--- src/rtl/assert_macros.svh ---
// assertion helpers shared by the rtl
`ifndef ASSERT_MACROS_SVH
`define ASSERT_MACROS_SVH

// property checked on every rising edge, held off while reset is low
`define ASSERT_CLK(label, prop, msg) \
    label: assert property (@(posedge i_clk) disable iff (!i_rst_n) (prop)) \
        else $error(msg);

// same-cycle implication, held off while reset is low
`define ASSERT_IMPLY(label, cond, prop, msg) \
    label: assert property (@(posedge i_clk) disable iff (!i_rst_n) (cond) |-> (prop)) \
        else $error(msg);

`endif

--- src/rtl/npc_pkg.sv ---
package npc_pkg;

    localparam int PALETTE_ENTRIES = 256;
    localparam int ADDR_W          = $clog2(PALETTE_ENTRIES);
    localparam int CNT_W           = $clog2(PALETTE_ENTRIES + 1);
    localparam int COMP_W          = 8;
    localparam int IDX_W           = 8;
    localparam int SQ_W            = 2 * COMP_W;
    localparam int DIST_W          = 18;
    localparam int ENTRY_W         = 3 * COMP_W;

    localparam logic [CNT_W-1:0]  SCAN_END   = CNT_W'(PALETTE_ENTRIES);
    localparam logic [IDX_W:0]    LOAD_LIMIT = (IDX_W + 1)'(PALETTE_ENTRIES);
    localparam logic [DIST_W-1:0] MAX_DIST   = DIST_W'(195075);

    typedef enum logic {
        CMD_LOAD  = 1'b0,
        CMD_PIXEL = 1'b1
    } t_cmd;

    typedef struct packed {
        t_cmd              cmd;
        logic [IDX_W-1:0]  entry_index;
        logic [COMP_W-1:0] red;
        logic [COMP_W-1:0] green;
        logic [COMP_W-1:0] blue;
        logic              last_pixel;
    } t_in_item;

    typedef struct packed {
        logic [IDX_W-1:0]  color_index;
        logic [DIST_W-1:0] best_distance;
        logic              last_out;
    } t_out_item;

    typedef struct packed {
        logic [COMP_W-1:0] red;
        logic [COMP_W-1:0] green;
        logic [COMP_W-1:0] blue;
    } t_rgb;

    // travels alongside an entry through the distance pipeline
    typedef struct packed {
        logic              vld;
        logic [ADDR_W-1:0] idx;
    } t_tag;

endpackage

--- src/rtl/npc_dist.sv ---
// two-stage squared distance: per-channel squares, then the sum
module npc_dist (
    input  logic                       i_clk,
    input  logic                       i_rst_n,
    input  npc_pkg::t_rgb              i_entry,
    input  npc_pkg::t_rgb              i_pixel,
    input  npc_pkg::t_tag              i_tag,
    output logic [npc_pkg::DIST_W-1:0] o_dist,
    output npc_pkg::t_tag              o_tag
);

    logic [npc_pkg::COMP_W-1:0] w_dr, w_dg, w_db;
    logic [npc_pkg::SQ_W-1:0]   r_sq_r, r_sq_g, r_sq_b;
    npc_pkg::t_tag              r_tag1, r_tag2;
    logic [npc_pkg::DIST_W-1:0] r_dist;

    assign w_dr = (i_entry.red >= i_pixel.red) ? i_entry.red - i_pixel.red
                                               : i_pixel.red - i_entry.red;
    assign w_dg = (i_entry.green >= i_pixel.green) ? i_entry.green - i_pixel.green
                                                   : i_pixel.green - i_entry.green;
    assign w_db = (i_entry.blue >= i_pixel.blue) ? i_entry.blue - i_pixel.blue
                                                 : i_pixel.blue - i_entry.blue;

    always_ff @(posedge i_clk) begin
        r_sq_r <= npc_pkg::SQ_W'(w_dr) * npc_pkg::SQ_W'(w_dr);
        r_sq_g <= npc_pkg::SQ_W'(w_dg) * npc_pkg::SQ_W'(w_dg);
        r_sq_b <= npc_pkg::SQ_W'(w_db) * npc_pkg::SQ_W'(w_db);
        r_dist <= npc_pkg::DIST_W'(r_sq_r) + npc_pkg::DIST_W'(r_sq_g)
                + npc_pkg::DIST_W'(r_sq_b);
        r_tag1.idx <= i_tag.idx;
        r_tag2.idx <= r_tag1.idx;
        if (!i_rst_n) begin
            r_tag1.vld <= 1'b0;
            r_tag2.vld <= 1'b0;
        end else begin
            r_tag1.vld <= i_tag.vld;
            r_tag2.vld <= r_tag1.vld;
        end
    end

    assign o_dist = r_dist;
    assign o_tag  = r_tag2;

endmodule

--- config.mk ---
export PLATFORM = sky130hd
export DESIGN_NAME = npc_dist
export DESIGN_NICKNAME = d
export VERILOG_FILES = /design/src/rtl/assert_macros.svh /design/src/rtl/npc_pkg.sv /design/src/rtl/npc_dist.sv
export SDC_FILE = /design/constraint.sdc
export NUM_CORES = 1
export LEC_CHECK = 0
export BUFFER_PORTS_ARGS = -buffer_cell sky130_fd_sc_hd__buf_2
export CORE_AREA = 10 10 136 138
export DETAILED_ROUTE_END_ITERATION = 16
export DIE_AREA = 0 0 146 148
export PLACE_DENSITY = 0.91
export SLEW_MARGIN = 10
export SYNTH_ARGS = -nofsm -noshare
export SYNTH_HDL_FRONTEND = slang
export SYNTH_SLANG_ARGS = --single-unit
--- constraint.sdc ---
create_clock -name i_clk -period 9.4 [get_ports i_clk]
set_input_delay 0.94 -clock i_clk [delete_from_list [all_inputs] [get_ports i_clk]]
set_output_delay 0.94 -clock i_clk [all_outputs]
set_load 0.05 [all_outputs]
Yosys cells after proc, flatten, opt, wreduce, memory -nomap -nowiden. Cells that the tools add are included. Widths: inputs -> output; s select.

Flip-flop bits (word level): 84. Bits of input ports: 59. Output and inout bits: 27. Logic and storage cells: 25.

Add/subtract/negate cells: 8. Multiply operators: 3. Order comparisons: 3. Multiplexer cells: 3.

Operator list (number): $mul 8x8->16 (3); $sub 8x8->8 (6); $ge 8x8->1 (3); $mux 8 (3); $add 17x16->18 (1); $add 16x16->17 (1).

Depth between registers and ports, before layout. Gate-level depths: netlist of run 1.

Word-level depth: 3. Depth in mapped cells: 26. Gate-level depth less buffers: 26.

Worst setup path after synthesis of run 1. No wires, ideal clock.

Path kind: in2reg. From: input port i_entry[5] (netlist bit). To: register r_sq_b[13] (netlist bit). Setup time: 127 ps. Arrival: 6575 ps. Data required time: 9273 ps. Path slack: 2699 ps. Stages on the path: 22. Cell sequence: inv_1 ha_1 buf_6 a21o_1 a21o_1 a211oi_4 mux2i_1 xor2_2 or2_1 inv_1 fa_1 fa_1 inv_1 fa_1 fa_1 inv_1 ha_1 nand2_1 o21ai_0 o41ai_1 o21ai_0 xor2_1.

Word-level cells in the longest chain between the ends: 3. Elaborated cells between the ends (all ways): 5. Classes of those cells: 2 x add/sub; 1 x mul; 1 x order compare; 1 x mux.

Ends and longest elaborated chain: from (decl) (line npc_dist.sv:5) `input npc_pkg::t_rgb i_entry,`; $sub 8x8->8, or another cell as far along (line npc_dist.sv:22) `: i_pixel.blue - i_entry.blue;`; $mux 8 (*) (line npc_dist.sv:21) `assign w_db = (i_entry.blue >= i_pixel.blue) ? i_entry.blue - i_pixel.blue`; $mul 8x8->16 (*) (line npc_dist.sv:27) `r_sq_b <= npc_pkg::SQ_W'(w_db) * npc_pkg::SQ_W'(w_db);`; to (signal assigned) (line npc_dist.sv:27); to (decl) (line npc_dist.sv:13) `logic [npc_pkg::SQ_W-1:0] r_sq_r, r_sq_g, r_sq_b;`.

Mark *: on every way between the ends. The rest lies on a longest branch, timed or not. A chain may end at the register's enable or synchronous reset.

Worst setup path after layout of run 1.
From: input port i_entry[16] (netlist bit). To: register r_sq_r[15] (netlist bit).

Word-level cells in the longest chain between the ends: 3. Elaborated cells between the ends (all ways): 5. Classes of those cells: 2 x add/sub; 1 x mul; 1 x order compare; 1 x mux.

Ends and longest elaborated chain: $sub 8x8->8, or another cell as far along (line npc_dist.sv:18) `: i_pixel.red - i_entry.red;`; $mux 8 (*) (line npc_dist.sv:17) `assign w_dr = (i_entry.red >= i_pixel.red) ? i_entry.red - i_pixel.red`; $mul 8x8->16 (*) (line npc_dist.sv:25) `r_sq_r <= npc_pkg::SQ_W'(w_dr) * npc_pkg::SQ_W'(w_dr);`; to (signal assigned) (line npc_dist.sv:25); to (decl) (line npc_dist.sv:13).

Marked as above.

==> results.md, run 1 <==
* Fin. max-slew vios at 0
* RSZ-0062 raised after global routing: false
* Root Buffer: clkbuf_16
* TritonCTS buffer count at 9
* Commonest non-fill, non-tap cells in the layout: inv_1, ha_1, nor2_1, fa_1, buf_2
* Worst EP required at 9660 ps
* CP Data Arrival Time at 7460 ps
* Area grow syn2layout at 9.58%
* Layout cells sized above 1 at 12.6%
* Post-synth EDFFs at 0
* Post-Synthesis Cells at 1,011
* Synthesized area at 0.00929 mm2
* Post-CTS Setup Repair Bufs at 0
* DRC viols at 0
* Via Count at 6,999
* Final critical-path required period at 7200 ps
* Wirelength per Cell at 14.7 um
* HP Start: r_tag1[6]$_DFF_P_
* Num rows at 46
* First-pass GRT wire length at 34,000 um
* 1st-iter DRT viols at 373
* Largest area contributor in the netlist: fa_1
* Antenna-violating nets left at 0
* Hold Path Class: reg2reg
* Clock slew at reported path FFs at 60 ps
* Syn avg cell area at 9.19 um2
* Worst-Margin Slew at 1000 ps
* Cts repair resizes at 0
* TritonCTS clock tree: done
* Pre-Repair DR Iteration Count at 5
* Number of global-route vias before repair at 7,565
* Initial Util at 59.1%
* Status: complete, no violations
* Ys async rst share at 0%
* Critical Path Fanout Max at 9
* Critical path class: in2reg
* Die X at 146 um
* CP startpoint kind: primary input
* Pin count of the biggest net entering global routing at 17
* Cts hold-fix bufs at 0
* Synth unique cells at 51
* Ys flop type: dfxtp_1
* Die ar. at 0.0216 mm2
* Commonest non-fill, non-tap cell in the layout: inv_1
* Worst reg2reg path startpoint: r_sq_r[4]$_DFF_P_
* Fin. Hold Viols at 0
* Area contributors post-synth: fa_1, ha_1, dfxtp_1
* Chip Height at 148 um
* Initial antenna violation count at 0
* Period utilisation layout at 76.6%
* Synth Warn # at 0
* Slew HR at 31.1%
* Worst hold slack at 325 ps
* Final setup skew at 5.24 ps
* R2r setup slk at 6710 ps
* #FFs+latches synth at 81
* CTS sink count at 81
* H-tree depth at 3
* Skew-Pair Late Insertion Delay at 340 ps
* Routability Congestion at 0.853
* N_diodes at 0
* Layout Utilization at 64.8%
* TNS Setup at 0 ps
* CP startpoint: i_entry[16]
* Vias per inst at 5.34
* Wirelength, routed at 19,200 um
* GRT Total Usage at 18.3%
* Top Ports at 86
* Clock Tree Buf Depth at 2
* Port bufs at 85
* R2R depth at 9
* Hpwl dp at 15,600 um
* Sequential share of the synthesized area at 17.5%
* GRT overflow at 0
* Worst setup path end: r_sq_r[15]$_DFF_P_
* Nets at 1,394
* MaxCap Viol Count at 0
* Element type at the critical path end: flip-flop
* Peak Freq at 0.139 GHz
* Yosys top cell area share at 20.9%
* Core ar. at 0.0157 mm2
* Final setup vio count at 0
* R2r endpoint: o_dist[15]$_DFF_P_
==> layout make-up <==
| type | count | area [um2] |
|---|---|---|
| Multi-Input combinational cell | 714 | 6830 |
| Clock inverter | 7 | 61.3 |
| Clock buffer | 9 | 225 |
| Timing Repair Buffer | 85 | 425 |
| Fill cell | 1175 | 5540 |
| Tap cell | 216 | 270 |
| Sequential cell | 81 | 1620 |
| Inverter | 198 | 743 |
==> sequential cells by signal (all words and copies together), names as in the netlist <==
signal / count
o_dist: 18
r_sq_b: 15
r_sq_g: 15
r_sq_r: 15
o_tag: 9
r_tag1: 9
==> cell families (layout without fill, tap and decap cells) <==
group,after synthesis,after routing,synth area share (%)
multiplexers,22,22,2.37
XOR/XNOR,82,82,8.74
buffers and inverters,218,299,9.08
AO/OA/AOI/OAI,155,155,11.1
other,1,3,0.0404
flip-flops,81,81,17.5
adder cells (fa/ha/maj),246,246,41.0
AND/OR/NAND/NOR,206,206,10.2
==> through the flow <==
step / cell area, um2 / std cells / worst slack (ps)
2_1_floorplan: 9300 / 1013 / 2700
3_3_place_gp: 9890 / 1294 / 2080
3_5_place_dp: 9890 / 1294 / 1900
4_1_cts: 10200 / 1310 / 2240
5_1_grt: 10200 / 1310 / 1770
6_report: 10200 / 1310 / 2200
==> how the worst min path moves through the flow <==
stage / to / slack (ps) / cells after the start
2_1_floorplan: o_tag[0]$_DFF_P_ / 310 / 0
3_5_place_dp: o_tag[6]$_DFF_P_ / 310 / 0
3_3_place_gp: o_tag[6]$_DFF_P_ / 310 / 0
4_1_cts: o_tag[6]$_DFF_P_ / 330 / 0
5_1_grt: o_tag[6]$_DFF_P_ / 330 / 0
6_report: o_tag[6]$_DFF_P_ / 330 / 0
==> routing by layer <==
metal	GRT usage, %	wire length [um]	vias to the layer above
li1	-	-	3410
met1	20.9	7960	3397
met2	33.9	10100	158
met3	3.39	830	34
met4	5.21	396	0
met5	0	0	-
==> worst max-delay path, stage by stage <==
cell       delay [ps]
buf_2             110
inv_1              50
ha_1              150
inv_1              50
fa_1              400
a21oi_1           200
o211ai_1          160
a221oi_4          520
mux2i_1           270
xor2_1            610
nor2_1            220
ha_1              270
or2_2             310
fa_1              520
fa_1              570
fa_1              420
ha_1              330
o21ai_0           110
nor2_1            100
or4_1             420
o2111ai_1         150
o21ai_0           180
a31oi_1           250
xnor2_1           150
==> cells in the mapped netlist, types with 3 or more instances <==
cell	n
inv_1	198
ha_1	149
nor2_1	99
fa_1	97
dfxtp_1	81
a21oi_1	50
xnor2_1	46
nand2_1	36
a21o_1	26
xor2_1	25
mux2i_1	22
o21ai_0	20
or2_2	16
a31oi_1	15
nor3_1	11
clkbuf_1	10
a211oi_1	9
buf_2	8
nand2b_1	8
xnor2_2	8
nand3_1	7
nand4_1	6
o21bai_1	6
nand3b_1	5
and2_1	4
o211ai_1	4
a21o_2	3
and3_1	3
o31ai_1	3
o41ai_1	3
or3_1	3
Power of run 1 is not shown: default switching activity piles up to over one toggle a cycle in this logic, so the estimate is an artifact.
==> run 2, diff against run 1 <==
ABC_AREA = 1   (was default)
CORE_AREA = 10 10 142 144   (was 10 10 136 138)
DIE_AREA = 0 0 152 154   (was 0 0 146 148)
clock period = 7 ns   (was 9.4 ns; I/O delays follow)
==> run 2 against run 1 <==
Effect of this change: wire length up 16%; synthesized area up 10%; non-clock buffer count unchanged; via count up 25%; die area up 8.3%; first-iteration DRC count up 40%; register-to-register slack worse by 2400 ps; utilization up 0.60 points; clock skew down 0.50 ps.
==> results.md, run 2 <==
* Hold Path Class: reg2reg
* Initial antenna violation count at 0 (unchanged)
* DRC viols at 0 (unchanged)
* Area grow syn2layout at 9.53% (about the same)
* Post-synth top cells: nand2_1, inv_1, ha_1
* Hold Path Depth at 0 (unchanged)
* Worst Hold Path EP: o_tag[7]$_DFF_P_
* Via Count at 8,754 (+25%)
* Chip Height at 154 um (+4.1%)
* Critical Path Fanout Max at 11 (+2)
* Fin. max-slew vios at 0 (unchanged)
* Num rows at 48 (+4.3%)
* #FFs+latches synth at 81 (unchanged)
* Antenna-violating nets left at 0 (unchanged)
* Synth unique cells at 36 (-29%)
* Top Ports at 86 (unchanged)
* Number of global-route vias before repair at 8,828 (+17%)
* R2R depth at 10 (+1)
* MaxCap Viol Count at 0 (unchanged)
* Largest area contributor in the netlist: fa_1
* Synthesized area at 0.0103 mm2 (+10%)
* HP Start: r_tag1[7]$_DFF_P_
* Compound-gate portion of the synthesized area at 6.79% (-4.4 points)
* TritonCTS buffer count at 9 (unchanged)
* Element type at the critical path end: flip-flop
* Pre-Repair DR Iteration Count at 5 (unchanged)
* GRT Total Usage at 18.8% (+0.58 points)
* Die X at 152 um (+4.1%)
* Cts repair resizes at 0 (unchanged)
* Routability Congestion at 0.943 (+11%)
* Status: complete, no violations
* Post-Synth Adder-Cell Area at 37.1% (-3.9 points)
* Area contributors post-synth: fa_1, ha_1, dfxtp_1
* Post-route cell area at 0.0112 mm2 (+10%)
* Placed inst area at 0.0109 mm2 (+10%)
* Post-Synthesis Cells at 1,385 (+37%)
* Critical path's slowest cell: fa_1
* CTS sink count at 81 (unchanged)
* Yosys top cell area share at 18.9% (-2.0 points)
* Wirelength per Cell at 13.0 um (-11%)
* Root Buffer: clkbuf_16
* Core ar. at 0.0172 mm2 (+9.3%)
* Skew-Pair Late Insertion Delay at 330 ps (about the same)
* Simple-gate share of the synthesized area at 22.8% (+13 points)
* Sequential share of the synthesized area at 15.8% (-1.6 points)
* Final setup skew at 4.74 ps (-0.502 ps)
* Die ar. at 0.0234 mm2 (+8.3%)
* Nets at 1,780 (+28%)
* Final setup vio count at 0 (unchanged)
* Ys async rst share at 0% (unchanged)
* Cts hold-fix bufs at 0 (unchanged)
* Post-synth EDFFs at 0 (unchanged)
* TritonCTS clock tree: done
* Pin count of the biggest net entering global routing at 15 (-2)
* N_diodes at 0 (unchanged)
* Critical path class: in2reg
* CP max stage delay at 550 ps (-60 ps)
* Clock slew at reported path FFs at 60 ps (about the same)
* Max reg flops at 18 (unchanged)
* Final critical-path required period at 5860 ps
* Commonest non-fill, non-tap cell in the layout: nand2_1
* R2r setup slk at 4350 ps (-2360 ps)
* RSZ-0062 raised after global routing: false
* Post-CTS Setup Repair Bufs at 0 (unchanged)
* Top-count cell post-synth: nand2_1
* Post-Synth XOR/XNOR Area at 5.38% (-3.4 points)
* GRT overflow at 0 (unchanged)
* Syn avg cell area at 7.40 um2 (-19%)
* Largest family of logic cells by synthesized area: adder cells
* Wirelength, routed at 22,200 um (+16%)
* Peak Freq at 0.171 GHz
* R2r endpoint: o_dist[17]$_DFF_P_
* Ys flop type: dfxtp_1
* Layout cells sized above 1 at 10.5% (-2.1 points)
* Clock Tree Buf Depth at 2 (unchanged)
* Port bufs at 85 (unchanged)
* Vias per inst at 5.13 (-3.9%)
* TNS Setup at 0 ps (unchanged)
* Hpwl dp at 19,100 um (+22%)
* Multiplexer share of the synthesized area at 0% (-2.4 points)
* Fin. Hold Viols at 0 (unchanged)
* CP dominant cell by count: nand2_1
* Synth Warn # at 0 (unchanged)
* H-tree depth at 3 (unchanged)
* CP startpoint: i_entry[0]
* CP Data Arrival Time at 6090 ps (-1370 ps)
* Initial Util at 59.7% (+0.57 points)
* Period utilisation layout at 83.6%
* CP startpoint kind: primary input
* Worst hold slack at 330 ps (+5.03 ps)
* 1st-iter DRT viols at 521 (+40%)
* First-pass GRT wire length at 38,800 um (+14%)
* Commonest non-fill, non-tap cells in the layout: nand2_1, inv_1, ha_1, nor2_1, fa_1
* Worst reg2reg path startpoint: r_sq_r[4]$_DFF_P_
* Worst EP required at 7230 ps (-2430 ps)
run 2: changes by cell type in the layout (fill, tap and decap cells not counted), moves of 13 or more:
cell	change
nand2_1	+286
inv_1	+106
nand3_1	+53
xnor2_1	-26
mux2i_1	-22
nor2_1	+21
a21o_1	-20
nand2_2	+19
xor2_1	+18
or2_2	-13
run 2: cell type report:
cell class | count | area [um2]
clock buffer | 10 | 229
sequential | 81 | 1620
inverter | 314 | 1180
timing repair buffer | 85 | 425
multi-input combinational | 984 | 7400
tap | 225 | 282
fill | 1410 | 5950
clock inverter | 6 | 90.1
run 2: routing by layer:
layer,wire [um],track usage [%],vias up
met3,995,2.37,47
met4,478,4.86,0
met1,9750,22.9,4063
met2,11000,34.3,254
li1,-,-,4390
met5,0,0,-
run 2: logic make-up after synthesis:
family | after synthesis
AO/OA/AOI/OAI | 118
XOR/XNOR | 63
adder cells (fa/ha/maj) | 246
buffers and inverters | 322
AND/OR/NAND/NOR | 554
flip-flops | 81
other | 1
run 2: how the worst max path moves through the flow:
stage                                    end  slack [ps]  cells after the start
after floorplan           r_sq_g[13]$_DFF_P_        1410                     27
after global placement    r_sq_g[13]$_DFF_P_        1080                     28
after detailed placement  r_sq_b[12]$_DFF_P_         830                     28
after CTS                 r_sq_b[12]$_DFF_P_        1150                     28
after global routing      r_sq_g[12]$_DFF_P_         670                     28
final                     r_sq_b[12]$_DFF_P_        1140                     29
run 2: worst max-delay path: cells and delay by family:
family,cells,cell delay [ps]
XOR/XNOR,1,130
adder cells (fa/ha/maj),6,2540
AND/OR/NAND/NOR,12,1450
AO/OA/AOI/OAI,4,830
buffers and inverters,6,450
run 2: stage by stage:
step / worst slack, ps / std cells / utilization, %
detailed placement: 834 / 1689 / 63.5
CTS: 1150 / 1705 / 65.4
global placement: 1080 / 1689 / 63.5
finish: 1140 / 1705 / 65.4
floorplan: 1410 / 1387 / -
global route: 672 / 1705 / 65.4
Power of run 2 is left out for the same reason.
